`src/rtl/core/drag_scroll_axis_lock_macros.svh`:
```
// assertion macros for the drag scroll axis lock block
// used by modules that sample i_clk and i_rst_n
`ifndef DRAG_SCROLL_AXIS_LOCK_MACROS_SVH
`define DRAG_SCROLL_AXIS_LOCK_MACROS_SVH

// same-cycle implication
`define DSAL_ASSERT_IMP(label, ante, cons) \
    label: assert property (@(posedge i_clk) disable iff (!i_rst_n) (ante) |-> (cons)) \
        else $error("dsal same-cycle check failed");

// next-cycle implication
`define DSAL_ASSERT_NXT(label, ante, cons) \
    label: assert property (@(posedge i_clk) disable iff (!i_rst_n) (ante) |=> (cons)) \
        else $error("dsal next-cycle check failed");

`endif

```
`src/rtl/core/dsal_pkg.sv`:
```
// shared types and constants for the drag scroll axis lock block
// no dependencies
package dsal_pkg;

    typedef enum logic [1:0] {
        AX_NONE = 2'd0,
        AX_X    = 2'd1,
        AX_Y    = 2'd2
    } t_axis;

    typedef enum logic [2:0] {
        REG_THR_H   = 3'd0,
        REG_THR_V   = 3'd1,
        REG_DIV_H   = 3'd2,
        REG_DIV_V   = 3'd3,
        REG_RATE    = 3'd4,
        REG_EXPIRE  = 3'd5,
        REG_LOCK_TO = 3'd6,
        REG_RATIO   = 3'd7
    } t_reg_idx;

    localparam int unsigned PADDR_W = 5;

    localparam logic [7:0]  RST_THR_H   = 8'd6;
    localparam logic [7:0]  RST_THR_V   = 8'd6;
    localparam logic [7:0]  RST_DIV_H   = 8'd8;
    localparam logic [7:0]  RST_DIV_V   = 8'd8;
    localparam logic [15:0] RST_RATE    = 16'd16;
    localparam logic [15:0] RST_EXPIRE  = 16'd100;
    localparam logic [15:0] RST_LOCK_TO = 16'd40;
    localparam logic [3:0]  RST_RATIO   = 4'd3;

    typedef struct packed {
        logic [7:0]  thr_h;
        logic [7:0]  thr_v;
        logic [7:0]  div_h;
        logic [7:0]  div_v;
        logic [15:0] rate;
        logic [15:0] expire;
        logic [15:0] lock_to;
        logic [3:0]  ratio;
    } t_cfg;

endpackage

```
`src/rtl/core/dsal_cfg.sv`:
```
// apb configuration registers for the drag scroll axis lock block
// depends on dsal_pkg
module dsal_cfg (
    input  logic                          i_clk,
    input  logic                          i_rst_n,
    input  logic                          psel,
    input  logic                          penable,
    input  logic                          pwrite,
    input  logic [dsal_pkg::PADDR_W-1:0]  paddr,
    input  logic [31:0]                   pwdata,
    output logic [31:0]                   prdata,
    output logic                          pready,
    output dsal_pkg::t_cfg                o_cfg
);
    import dsal_pkg::*;

    t_cfg     r_cfg;
    t_reg_idx w_idx;
    logic     w_wr;

    assign pready = 1'b1;
    assign w_idx  = t_reg_idx'(paddr[PADDR_W-1:2]);
    assign w_wr   = psel & penable & pwrite & pready;
    assign o_cfg  = r_cfg;

    always_ff @(posedge i_clk) begin
        if (!i_rst_n) begin
            r_cfg.thr_h   <= RST_THR_H;
            r_cfg.thr_v   <= RST_THR_V;
            r_cfg.div_h   <= RST_DIV_H;
            r_cfg.div_v   <= RST_DIV_V;
            r_cfg.rate    <= RST_RATE;
            r_cfg.expire  <= RST_EXPIRE;
            r_cfg.lock_to <= RST_LOCK_TO;
            r_cfg.ratio   <= RST_RATIO;
        end else if (w_wr) begin
            unique case (w_idx)
                REG_THR_H:   r_cfg.thr_h   <= pwdata[7:0];
                REG_THR_V:   r_cfg.thr_v   <= pwdata[7:0];
                REG_DIV_H:   r_cfg.div_h   <= pwdata[7:0];
                REG_DIV_V:   r_cfg.div_v   <= pwdata[7:0];
                REG_RATE:    r_cfg.rate    <= pwdata[15:0];
                REG_EXPIRE:  r_cfg.expire  <= pwdata[15:0];
                REG_LOCK_TO: r_cfg.lock_to <= pwdata[15:0];
                REG_RATIO:   r_cfg.ratio   <= pwdata[3:0];
            endcase
        end
    end

    always_comb begin
        unique case (w_idx)
            REG_THR_H:   prdata = {24'd0, r_cfg.thr_h};
            REG_THR_V:   prdata = {24'd0, r_cfg.thr_v};
            REG_DIV_H:   prdata = {24'd0, r_cfg.div_h};
            REG_DIV_V:   prdata = {24'd0, r_cfg.div_v};
            REG_RATE:    prdata = {16'd0, r_cfg.rate};
            REG_EXPIRE:  prdata = {16'd0, r_cfg.expire};
            REG_LOCK_TO: prdata = {16'd0, r_cfg.lock_to};
            REG_RATIO:   prdata = {28'd0, r_cfg.ratio};
        endcase
    end

endmodule

```
`src/rtl/core/dsal_div.sv`:
```
// shared restoring divider, one quotient bit per cycle, 8 bit divisor
// depends on dsal_pkg
module dsal_div #(
    parameter int unsigned ACCUM_WIDTH = 32
) (
    input  logic                   i_clk,
    input  logic                   i_rst_n,
    input  logic                   i_start,
    input  logic [ACCUM_WIDTH-1:0] i_dividend,
    input  logic [7:0]             i_divisor,
    output logic                   o_done,
    output logic [ACCUM_WIDTH-1:0] o_quot,
    output logic [7:0]             o_rem
);
    import dsal_pkg::*;

    localparam int unsigned CNT_W = $clog2(ACCUM_WIDTH);
    localparam logic [CNT_W-1:0] CNT_LAST = CNT_W'(ACCUM_WIDTH - 1);

    logic                   r_busy, n_busy;
    logic                   r_done, n_done;
    logic [CNT_W-1:0]       r_cnt, n_cnt;
    logic [ACCUM_WIDTH-1:0] r_acc, n_acc;
    logic [7:0]             r_rem, n_rem;
    logic [7:0]             r_dvs, n_dvs;
    logic [8:0]             w_trial;
    logic                   w_ge;

    assign w_trial = {r_rem, r_acc[ACCUM_WIDTH-1]};
    assign w_ge    = w_trial >= {1'b0, r_dvs};

    always_comb begin
        n_busy = r_busy;
        n_done = 1'b0;
        n_cnt  = r_cnt;
        n_acc  = r_acc;
        n_rem  = r_rem;
        n_dvs  = r_dvs;
        if (i_start) begin
            n_busy = 1'b1;
            n_cnt  = '0;
            n_acc  = i_dividend;
            n_rem  = '0;
            n_dvs  = i_divisor;
        end else if (r_busy) begin
            n_rem = w_ge ? 8'(w_trial - {1'b0, r_dvs}) : w_trial[7:0];
            n_acc = {r_acc[ACCUM_WIDTH-2:0], w_ge};
            n_cnt = r_cnt + 1'b1;
            if (r_cnt == CNT_LAST) begin
                n_busy = 1'b0;
                n_done = 1'b1;
            end
        end
    end

    always_ff @(posedge i_clk) begin
        if (!i_rst_n) begin
            r_busy <= 1'b0;
            r_done <= 1'b0;
            r_cnt  <= '0;
        end else begin
            r_busy <= n_busy;
            r_done <= n_done;
            r_cnt  <= n_cnt;
        end
        r_acc <= n_acc;
        r_rem <= n_rem;
        r_dvs <= n_dvs;
    end

    assign o_done = r_done;
    assign o_quot = r_acc;
    assign o_rem  = r_rem;

endmodule

```
`src/rtl/core/drag_scroll_axis_lock.sv`:
```
// top level of the drag scroll axis lock block: sequencer and state
// depends on dsal_pkg, dsal_cfg, dsal_div and drag_scroll_axis_lock_macros.svh
//
// channel   direction  handshake                 payload
// s_axis    in         tvalid/tready             dx, dy, h_in, v_in, now_ms
// m_axis    out        tvalid/tready             h_out, v_out, scrolled
// apb       in         psel/penable/pwrite       register write and read
//
// from the accepting edge the sequencer passes S_AGE, S_ACC, S_MAG and S_LOCK before the result is
// registered; with a step it also passes S_DIV and S_FIN; the bit-serial divider sets the long path
// reset is synchronous and active low; config registers reset to their listed values
// s_axis_tready is low while a report is in work or a result waits on m_axis
`include "drag_scroll_axis_lock_macros.svh"
module drag_scroll_axis_lock #(
    parameter int unsigned ACCUM_WIDTH  = 32,
    parameter int unsigned MOTION_WIDTH = 16,
    parameter int unsigned STAMP_WIDTH  = 32
) (
    input  logic                         i_clk,
    input  logic                         i_rst_n,
    input  logic                         s_axis_tvalid,
    output logic                         s_axis_tready,
    // dx[15:0], dy[31:16], h_in[39:32], v_in[47:40], now_ms[79:48]
    input  logic [79:0]                  s_axis_tdata,
    output logic                         m_axis_tvalid,
    input  logic                         m_axis_tready,
    // h_out[7:0], v_out[15:8], scrolled[16], zero fill above
    output logic [23:0]                  m_axis_tdata,
    input  logic                         psel,
    input  logic                         penable,
    input  logic                         pwrite,
    input  logic [dsal_pkg::PADDR_W-1:0] paddr,
    input  logic [31:0]                  pwdata,
    output logic [31:0]                  prdata,
    output logic                         pready
);
    import dsal_pkg::*;

    localparam int unsigned AW = ACCUM_WIDTH;
    localparam int unsigned SW = STAMP_WIDTH;

    typedef enum logic [6:0] {
        S_IDLE = 7'b0000001,
        S_AGE  = 7'b0000010,
        S_ACC  = 7'b0000100,
        S_MAG  = 7'b0001000,
        S_LOCK = 7'b0010000,
        S_DIV  = 7'b0100000,
        S_FIN  = 7'b1000000
    } t_state;

    t_cfg w_cfg;
    t_state r_state, n_state;
    t_axis  r_lock, n_lock;

    logic signed [AW-1:0] r_acc_x, n_acc_x, r_acc_y, n_acc_y;
    logic [SW-1:0]        r_last_mot, n_last_mot, r_last_scr, n_last_scr;
    logic [AW-1:0]        r_ax, r_ay;
    logic [AW+3:0]        r_ax_r, r_ay_r;

    logic signed [AW-1:0] r_dx, r_dy;
    logic signed [7:0]    r_h, r_v;
    logic [SW-1:0]        r_now;
    logic                 r_moved;
    logic                 r_expire, r_lock_old, r_active, r_rate_ok;
    logic                 r_neg, n_neg;

    logic                 r_out_valid, n_out_valid;
    logic [23:0]          r_out_data, n_out_data;

    logic [SW-1:0]        w_age, w_scr_age;
    logic                 w_take;
    logic signed [AW:0]   w_sum_x, w_sum_y;
    logic signed [AW-1:0] w_base_x, w_base_y;
    logic [AW-1:0]        w_mag_x, w_mag_y;
    logic                 w_mx, w_my, w_ctx, w_cty, w_go;
    logic                 w_div_start, w_div_done;
    logic [AW-1:0]        w_quot, w_dividend;
    logic [7:0]           w_rem, w_dvs_raw, w_dvs;
    logic                 w_isx;
    logic signed [7:0]    w_sel, w_clamped;
    logic signed [9:0]    w_sum10;
    logic signed [AW-1:0] w_newbuf, w_cross, w_half, w_dec;
    logic [AW-1:0]        w_half_mag;
    logic [7:0]           w_cross_thr;

    dsal_cfg u_cfg (
        .i_clk   (i_clk),
        .i_rst_n (i_rst_n),
        .psel    (psel),
        .penable (penable),
        .pwrite  (pwrite),
        .paddr   (paddr),
        .pwdata  (pwdata),
        .prdata  (prdata),
        .pready  (pready),
        .o_cfg   (w_cfg)
    );

    dsal_div #(.ACCUM_WIDTH(AW)) u_div (
        .i_clk      (i_clk),
        .i_rst_n    (i_rst_n),
        .i_start    (w_div_start),
        .i_dividend (w_dividend),
        .i_divisor  (w_dvs),
        .o_done     (w_div_done),
        .o_quot     (w_quot),
        .o_rem      (w_rem)
    );

    assign s_axis_tready = (r_state == S_IDLE) && !r_out_valid;
    assign w_take        = s_axis_tvalid && s_axis_tready;
    assign m_axis_tvalid = r_out_valid;
    assign m_axis_tdata  = r_out_data;

    // input capture
    always_ff @(posedge i_clk) begin
        if (w_take) begin
            r_dx    <= AW'(signed'(s_axis_tdata[MOTION_WIDTH-1:0]));
            r_dy    <= AW'(signed'(s_axis_tdata[16+MOTION_WIDTH-1:16]));
            r_h     <= s_axis_tdata[39:32];
            r_v     <= s_axis_tdata[47:40];
            r_now   <= s_axis_tdata[48+SW-1:48];
            r_moved <= (s_axis_tdata[MOTION_WIDTH-1:0] != '0)
                    || (s_axis_tdata[16+MOTION_WIDTH-1:16] != '0);
        end
    end

    // ages and limits
    assign w_age     = r_now - r_last_mot;
    assign w_scr_age = r_now - r_last_scr;

    always_ff @(posedge i_clk) begin
        if (r_state == S_AGE) begin
            r_expire   <= w_age > SW'(w_cfg.expire);
            r_lock_old <= w_age > SW'(w_cfg.lock_to);
            r_active   <= r_moved || (w_age <= SW'(w_cfg.lock_to));
            r_rate_ok  <= w_scr_age >= SW'(w_cfg.rate);
        end
    end

    // expiry then saturating accumulate
    always_comb begin
        logic any_state;
        any_state = (r_acc_x != '0) || (r_acc_y != '0) || (r_lock != AX_NONE);
        w_base_x  = (any_state && r_expire) ? '0 : r_acc_x;
        w_base_y  = (any_state && r_expire) ? '0 : r_acc_y;
        w_sum_x   = (AW+1)'(w_base_x) + (AW+1)'(r_dx);
        w_sum_y   = (AW+1)'(w_base_y) + (AW+1)'(r_dy);
    end

    // magnitudes and ratio products
    assign w_mag_x = r_acc_x[AW-1] ? AW'(-r_acc_x) : AW'(r_acc_x);
    assign w_mag_y = r_acc_y[AW-1] ? AW'(-r_acc_y) : AW'(r_acc_y);

    always_ff @(posedge i_clk) begin
        if (r_state == S_MAG) begin
            r_ax   <= w_mag_x;
            r_ay   <= w_mag_y;
            r_ax_r <= (AW+4)'(w_mag_x) * (AW+4)'(w_cfg.ratio);
            r_ay_r <= (AW+4)'(w_mag_y) * (AW+4)'(w_cfg.ratio);
        end
    end

    assign w_ctx = r_ax >= AW'(w_cfg.thr_h);
    assign w_cty = r_ay >= AW'(w_cfg.thr_v);
    assign w_mx  = w_ctx && ((AW+4)'(r_ax) >= r_ay_r);
    assign w_my  = w_cty && ((AW+4)'(r_ay) >= r_ax_r);

    // lock decision with hysteresis
    always_comb begin
        n_lock = r_lock;
        w_go   = 1'b0;
        if (r_lock == AX_NONE) begin
            if (r_active && (w_mx != w_my)) begin
                n_lock = w_mx ? AX_X : AX_Y;
                w_go   = 1'b1;
            end
        end else if (!r_active) begin
            n_lock = AX_NONE;
        end else if ((r_lock == AX_X) ? w_mx : w_my) begin
            w_go = 1'b1;
        end else if (!w_ctx && !w_cty) begin
            n_lock = AX_NONE;
        end else begin
            w_go = 1'b1;
            if ((r_lock == AX_X) ? w_my : w_mx) begin
                n_lock = (r_lock == AX_X) ? AX_Y : AX_X;
            end
        end
    end

    assign w_isx       = (r_lock == AX_X);
    assign w_dividend  = (n_lock == AX_X) ? r_ax : r_ay;
    assign w_dvs_raw   = (n_lock == AX_X) ? w_cfg.div_h : w_cfg.div_v;
    assign w_dvs       = (w_dvs_raw == '0) ? 8'd1 : w_dvs_raw;
    assign w_div_start = (r_state == S_LOCK) && r_rate_ok && w_go;

    // step, clamp and cross decay
    always_comb begin
        w_sel    = w_isx ? r_h : r_v;
        w_sum10  = r_neg ? (10'(w_sel) - signed'({2'b00, w_quot[7:0]}))
                         : (10'(w_sel) + signed'({2'b00, w_quot[7:0]}));
        if (w_quot[AW-1:8] != '0) begin
            w_clamped = r_neg ? -8'sd128 : 8'sd127;
        end else if (w_sum10 > 10'sd127) begin
            w_clamped = 8'sd127;
        end else if (w_sum10 < -10'sd128) begin
            w_clamped = -8'sd128;
        end else begin
            w_clamped = w_sum10[7:0];
        end
        w_newbuf    = r_neg ? -AW'(w_rem) : AW'(w_rem);
        w_cross     = w_isx ? r_acc_y : r_acc_x;
        w_cross_thr = w_isx ? w_cfg.thr_v : w_cfg.thr_h;
        w_half      = (w_cross + signed'(AW'(w_cross[AW-1]))) >>> 1;
        w_half_mag  = w_half[AW-1] ? AW'(-w_half) : AW'(w_half);
        w_dec       = (w_half_mag < AW'(w_cross_thr)) ? '0 : w_half;
    end

    // sequencer
    always_comb begin
        n_state     = r_state;
        n_acc_x     = r_acc_x;
        n_acc_y     = r_acc_y;
        n_last_mot  = r_last_mot;
        n_last_scr  = r_last_scr;
        n_neg       = r_neg;
        n_out_valid = r_out_valid && !m_axis_tready;
        n_out_data  = r_out_data;
        unique case (r_state)
            S_IDLE: begin
                if (w_take) n_state = S_AGE;
            end
            S_AGE: n_state = S_ACC;
            S_ACC: begin
                n_acc_x = w_base_x;
                n_acc_y = w_base_y;
                if (r_moved) begin
                    n_acc_x = (w_sum_x[AW] != w_sum_x[AW-1])
                            ? {w_sum_x[AW], {(AW-1){~w_sum_x[AW]}}} : w_sum_x[AW-1:0];
                    n_acc_y = (w_sum_y[AW] != w_sum_y[AW-1])
                            ? {w_sum_y[AW], {(AW-1){~w_sum_y[AW]}}} : w_sum_y[AW-1:0];
                    n_last_mot = r_now;
                end
                n_state = S_MAG;
            end
            S_MAG: n_state = S_LOCK;
            S_LOCK: begin
                if (w_div_start) begin
                    n_neg   = (n_lock == AX_X) ? r_acc_x[AW-1] : r_acc_y[AW-1];
                    n_state = S_DIV;
                end else begin
                    n_out_valid = 1'b1;
                    n_out_data  = {7'd0, 1'b0, r_v, r_h};
                    n_state     = S_IDLE;
                end
            end
            S_DIV: begin
                if (w_div_done) n_state = S_FIN;
            end
            S_FIN: begin
                n_out_valid = 1'b1;
                if (w_quot != '0) begin
                    if (w_isx) begin
                        n_acc_x    = w_newbuf;
                        n_acc_y    = w_dec;
                        n_out_data = {7'd0, 1'b1, r_v, w_clamped};
                    end else begin
                        n_acc_y    = w_newbuf;
                        n_acc_x    = w_dec;
                        n_out_data = {7'd0, 1'b1, w_clamped, r_h};
                    end
                    n_last_scr = r_now;
                end else begin
                    n_out_data = {7'd0, 1'b0, r_v, r_h};
                end
                n_state = S_IDLE;
            end
            default: n_state = S_IDLE;
        endcase
    end

    always_ff @(posedge i_clk) begin
        if (!i_rst_n) begin
            r_state     <= S_IDLE;
            r_lock      <= AX_NONE;
            r_acc_x     <= '0;
            r_acc_y     <= '0;
            r_last_mot  <= '0;
            r_last_scr  <= '0;
            r_out_valid <= 1'b0;
        end else begin
            r_state     <= n_state;
            r_acc_x     <= n_acc_x;
            r_acc_y     <= n_acc_y;
            r_last_mot  <= n_last_mot;
            r_last_scr  <= n_last_scr;
            r_out_valid <= n_out_valid;
            if (r_state == S_ACC && r_expire && r_lock != AX_NONE) begin
                r_lock <= AX_NONE;
            end else if (r_state == S_ACC && r_lock_old) begin
                r_lock <= AX_NONE;
            end else if (r_state == S_LOCK && r_rate_ok) begin
                r_lock <= n_lock;
            end
        end
        r_neg      <= n_neg;
        r_out_data <= n_out_data;
    end

    `DSAL_ASSERT_IMP(a_ready_idle, s_axis_tready, r_state == S_IDLE)
    `DSAL_ASSERT_IMP(a_done_in_div, w_div_done, r_state == S_DIV)
    `DSAL_ASSERT_IMP(a_start_locked, w_div_start, n_lock != AX_NONE)
    `DSAL_ASSERT_NXT(a_done_to_fin, w_div_done && r_state == S_DIV, r_state == S_FIN)

endmodule
```
`config.mk`:
```
export PLATFORM = sky130hd
export DESIGN_NAME = drag_scroll_axis_lock
export DESIGN_NICKNAME = d
export VERILOG_FILES = /design/src/rtl/core/dsal_pkg.sv /design/src/rtl/core/dsal_cfg.sv /design/src/rtl/core/dsal_div.sv /design/src/rtl/core/drag_scroll_axis_lock.sv
export VERILOG_INCLUDE_DIRS = /design/src /design/src/rtl/core
export SDC_FILE = /design/constraint.sdc
export NUM_CORES = 2
export LEC_CHECK = 0
export BUFFER_PORTS_ARGS = -buffer_cell sky130_fd_sc_hd__buf_2
export CAP_MARGIN = 20
export CORE_MARGIN = 1.5
export CORE_UTILIZATION = 45
export CTS_CLUSTER_SIZE = 28
export DETAILED_ROUTE_END_ITERATION = 10
export MAX_ROUTING_LAYER = met4
export PLACE_DENSITY = 0.7
export SYNTH_ARGS = -nofsm -noshare
export SYNTH_HDL_FRONTEND = slang
export SYNTH_SLANG_ARGS = --single-unit
```
`constraint.sdc`:
```
create_clock -name i_clk -period 9.6 [get_ports i_clk]
set_clock_uncertainty 0.05 [all_clocks]
set_input_delay 1.92 -clock i_clk [delete_from_list [all_inputs] [get_ports i_clk]]
set_output_delay 1.92 -clock i_clk [all_outputs]
set_load 0.02 [all_outputs]
```
==> flow_metrics.env <==
export IMPL_worstHoldStart="r_last_scr[22]"
export IMPL_grt_max_degree=92
export IMPL_coreArea_mm2=0.0966
export IMPL_remaining_drc_errors=0
export IMPL_cellLeakagePower_nw=20.1
export IMPL_hold_ws_ns=0.412
export IMPL_gp_congestion=0.983
export IMPL_insertion_delay_ns=0.68
export IMPL_area_growth_pct=8.56
export IMPL_clockRootBuffer="clkbuf_16"
export IMPL_synthDistinctLibCells=97
export IMPL_rows=114
export IMPL_clock_sinks=516
export IMPL_finalSetupTns_ns=0
export IMPL_synth_top_cell_by_area="edfxtp_1"
export IMPL_cts_hold_buf=0
export IMPL_fillers=9149
export IMPL_grt_pass1_vias=35500
export IMPL_crit_family="simple AND/OR/NAND/NOR gates"
export IMPL_antenna_found_initial=1
export IMPL_clock_fmax_ghz=0.114
export IMPL_dieArea_mm2=0.0992
export IMPL_min_period_ns=8.76
export IMPL_drv_cap=0
export IMPL_vias=37700
export IMPL_synth_edf_count=279
export IMPL_totalWireLength_mm=127
export IMPL_yosys_area_top_type_share=0.191
export IMPL_r2r_start="r_acc_y[6]"
export IMPL_crit_buf_inv=3
export IMPL_worst_slack_ns=0.838
export IMPL_drive_above_1_share=0.0688
export IMPL_synth_ff_type="edfxtp_1"
export IMPL_gr_total_overflow=0
export IMPL_rsz0062_at_grt="false"
export IMPL_die_h_um=315
export IMPL_critical_path_arrival_ns=9.29
export IMPL_ant_nets=0
export IMPL_finalCritPeriodShare=0.913
export IMPL_dieWidth_um=315
export IMPL_layout_commonest_cell="nand2_1"
export IMPL_dp_cells=6379
export IMPL_slowest_delay_ns=0.67
export IMPL_drtIter0Drc=3098
export IMPL_grt_pass1_wl_mm=197
export IMPL_yosys_warnings=0
export IMPL_cts_tree="yes"
export IMPL_relSlewSlack=0.259
export IMPL_hp_class="reg -> reg"
export IMPL_cts_setup_buffers=0
export IMPL_setup_violations=0
export IMPL_crit_path_end_kind="flop"
export IMPL_final_cells=6497
export IMPL_status="finished, final reports clean"
export IMPL_syn_area_per_cell_um2=8.47
export IMPL_startpoint="r_acc_y[6]"
export IMPL_numPortBuffers=140
export IMPL_hpwlAfterDp_mm=96.0
export IMPL_power_mw=6.69
export IMPL_hold_viol=0
export IMPL_ys_ff_latch=516
export IMPL_dr_pass1_iters=6
export IMPL_final_cell_area_mm2=0.0476
export IMPL_crit_slowest_cell="o31ai_4"
export IMPL_clk_path_buf_depth=3
export IMPL_synth_async_sr_flop_share=0
export IMPL_dpl_cell_area_mm2=0.0454
export IMPL_ys_seq_area_frac=0.300
export IMPL_fin_util=0.492
export IMPL_powerDensity_mw_per_mm2=141
export IMPL_wl_per_cell_um=19.6
export IMPL_htree_levels=2
export IMPL_synth_area_leaders="edfxtp_1 (19%), dfxtp_1 (11%), ha_1 (10%), fa_1 (5.8%), nand2_1 (5.0%)"
export IMPL_grt_usage=0.257
export IMPL_crit_type="reg -> reg"
export IMPL_post_cts_resize_count=0
export IMPL_final_max_slew_violation_count=0
export IMPL_pin_count=183
export IMPL_crit_required_ns=10.13
export IMPL_cts_buffers=60
export IMPL_syn_inst=5173
export IMPL_vias_per_cell=5.80
export IMPL_fin_nets=5785
export IMPL_layout_common_cells="nand2_1 (588), inv_1 (477), ha_1 (367), a21oi_1 (341), nor2_1 (333)"
export IMPL_worstMarginPinSlew_ns=1.10
export IMPL_path_max_fanout=16
export IMPL_clk_pin_slew_worst_paths_ns=0.06
export IMPL_synthesis_area_mm2=0.0438
export IMPL_max_vdd_ir_drop_mv=0.132
export IMPL_startpoint_type="flop"
export IMPL_preCtsSetupSlack_ns=1.11
export IMPL_initial_core_util=0.454
## cells by family (layout without fill, tap and decap cells)
group | after synthesis | after routing | share of synthesized area
multiplexers | 148 | 148 | 0.0343
flip-flops | 516 | 516 | 0.300
AND/OR/NAND/NOR | 1750 | 1750 | 0.198
adder cells (fa/ha/maj) | 495 | 495 | 0.163
AO/OA/AOI/OAI | 1238 | 1238 | 0.184
XOR/XNOR | 267 | 267 | 0.0534
other | 2 | 25 | 0.000171
buffers and inverters | 757 | 782 | 0.0681
## where the power goes
part / switching [mW] / internal (mW)
combinational: 1.04 / 0.677
clock: 1.00 / 1.40
sequential: 0.116 / 2.45
## sequential cells by signal, summed over array words and instances (netlist names), 8 cells and up
register,count
u_cfg.o_cfg,84
r_ax_r,36
r_ay_r,36
r_acc_x,32
r_acc_y,32
r_ax,32
r_ay,32
r_last_mot,32
r_last_scr,32
r_now,32
u_div.o_quot,32
m_axis_tdata,17
r_dx,16
r_dy,16
r_h,8
r_v,8
u_div.o_rem,8
u_div.r_dvs,8
## routing by layer
layer,up-vias,share of wire,GRT usage
li1,18100,-,-
met5,-,0,-
met1,17900,0.44,0.347
met4,0,0.034,0.0876
met2,1480,0.44,0.386
met3,265,0.086,0.0482
## synth_stat cells (45+ instances only)
| master | number |
|---|---|
| a211oi_1 | 45 |
| xnor2_1 | 190 |
| fa_1 | 126 |
| nor2_1 | 333 |
| mux2i_1 | 133 |
| nand2b_1 | 69 |
| nor2b_1 | 108 |
| nor4_1 | 54 |
| ha_1 | 367 |
| nand4_1 | 57 |
| nand2_1 | 588 |
| edfxtp_1 | 279 |
| clkbuf_1 | 206 |
| a21oi_1 | 341 |
| inv_1 | 478 |
| xor2_1 | 77 |
| a21o_1 | 114 |
| and2_1 | 225 |
| nor3_1 | 104 |
| o21ai_0 | 225 |
| dfxtp_1 | 237 |
| a21boi_0 | 127 |
| a31oi_1 | 48 |
| nand3_1 | 67 |
## layout make-up
class                      count  area, um2  area share
timing repair buffer         189       1120      0.0236
sequential                   516      13100       0.276
tap                         1276       1600      0.0336
antenna                        1       2.50   0.0000526
multi-input combinational   3922      27800       0.585
clock buffer                  74       1680      0.0352
inverter                     479       1800      0.0379
clock inverter                40        395     0.00831
## worst paths after layout
check | to | slack [ns] | depth (start not counted)
setup / recovery | r_acc_y[10] | 0.84 | 27
hold / removal | r_last_scr[22] | 0.41 | 2
hold reg to reg | r_last_scr[22] | 0.41 | 2
setup reg to reg | r_acc_y[10] | 0.84 | 27
## tightest hold or removal path, delay by kind of cell, from the launching register on
kind | cells | cell delay, ns
AOI/OAI and AO/OA | 1 | 0.06
and+or+nand+nor | 1 | 0.04
DFF | 1 | 0.30
No activity file was read; power rests on OpenSTA's default activity.
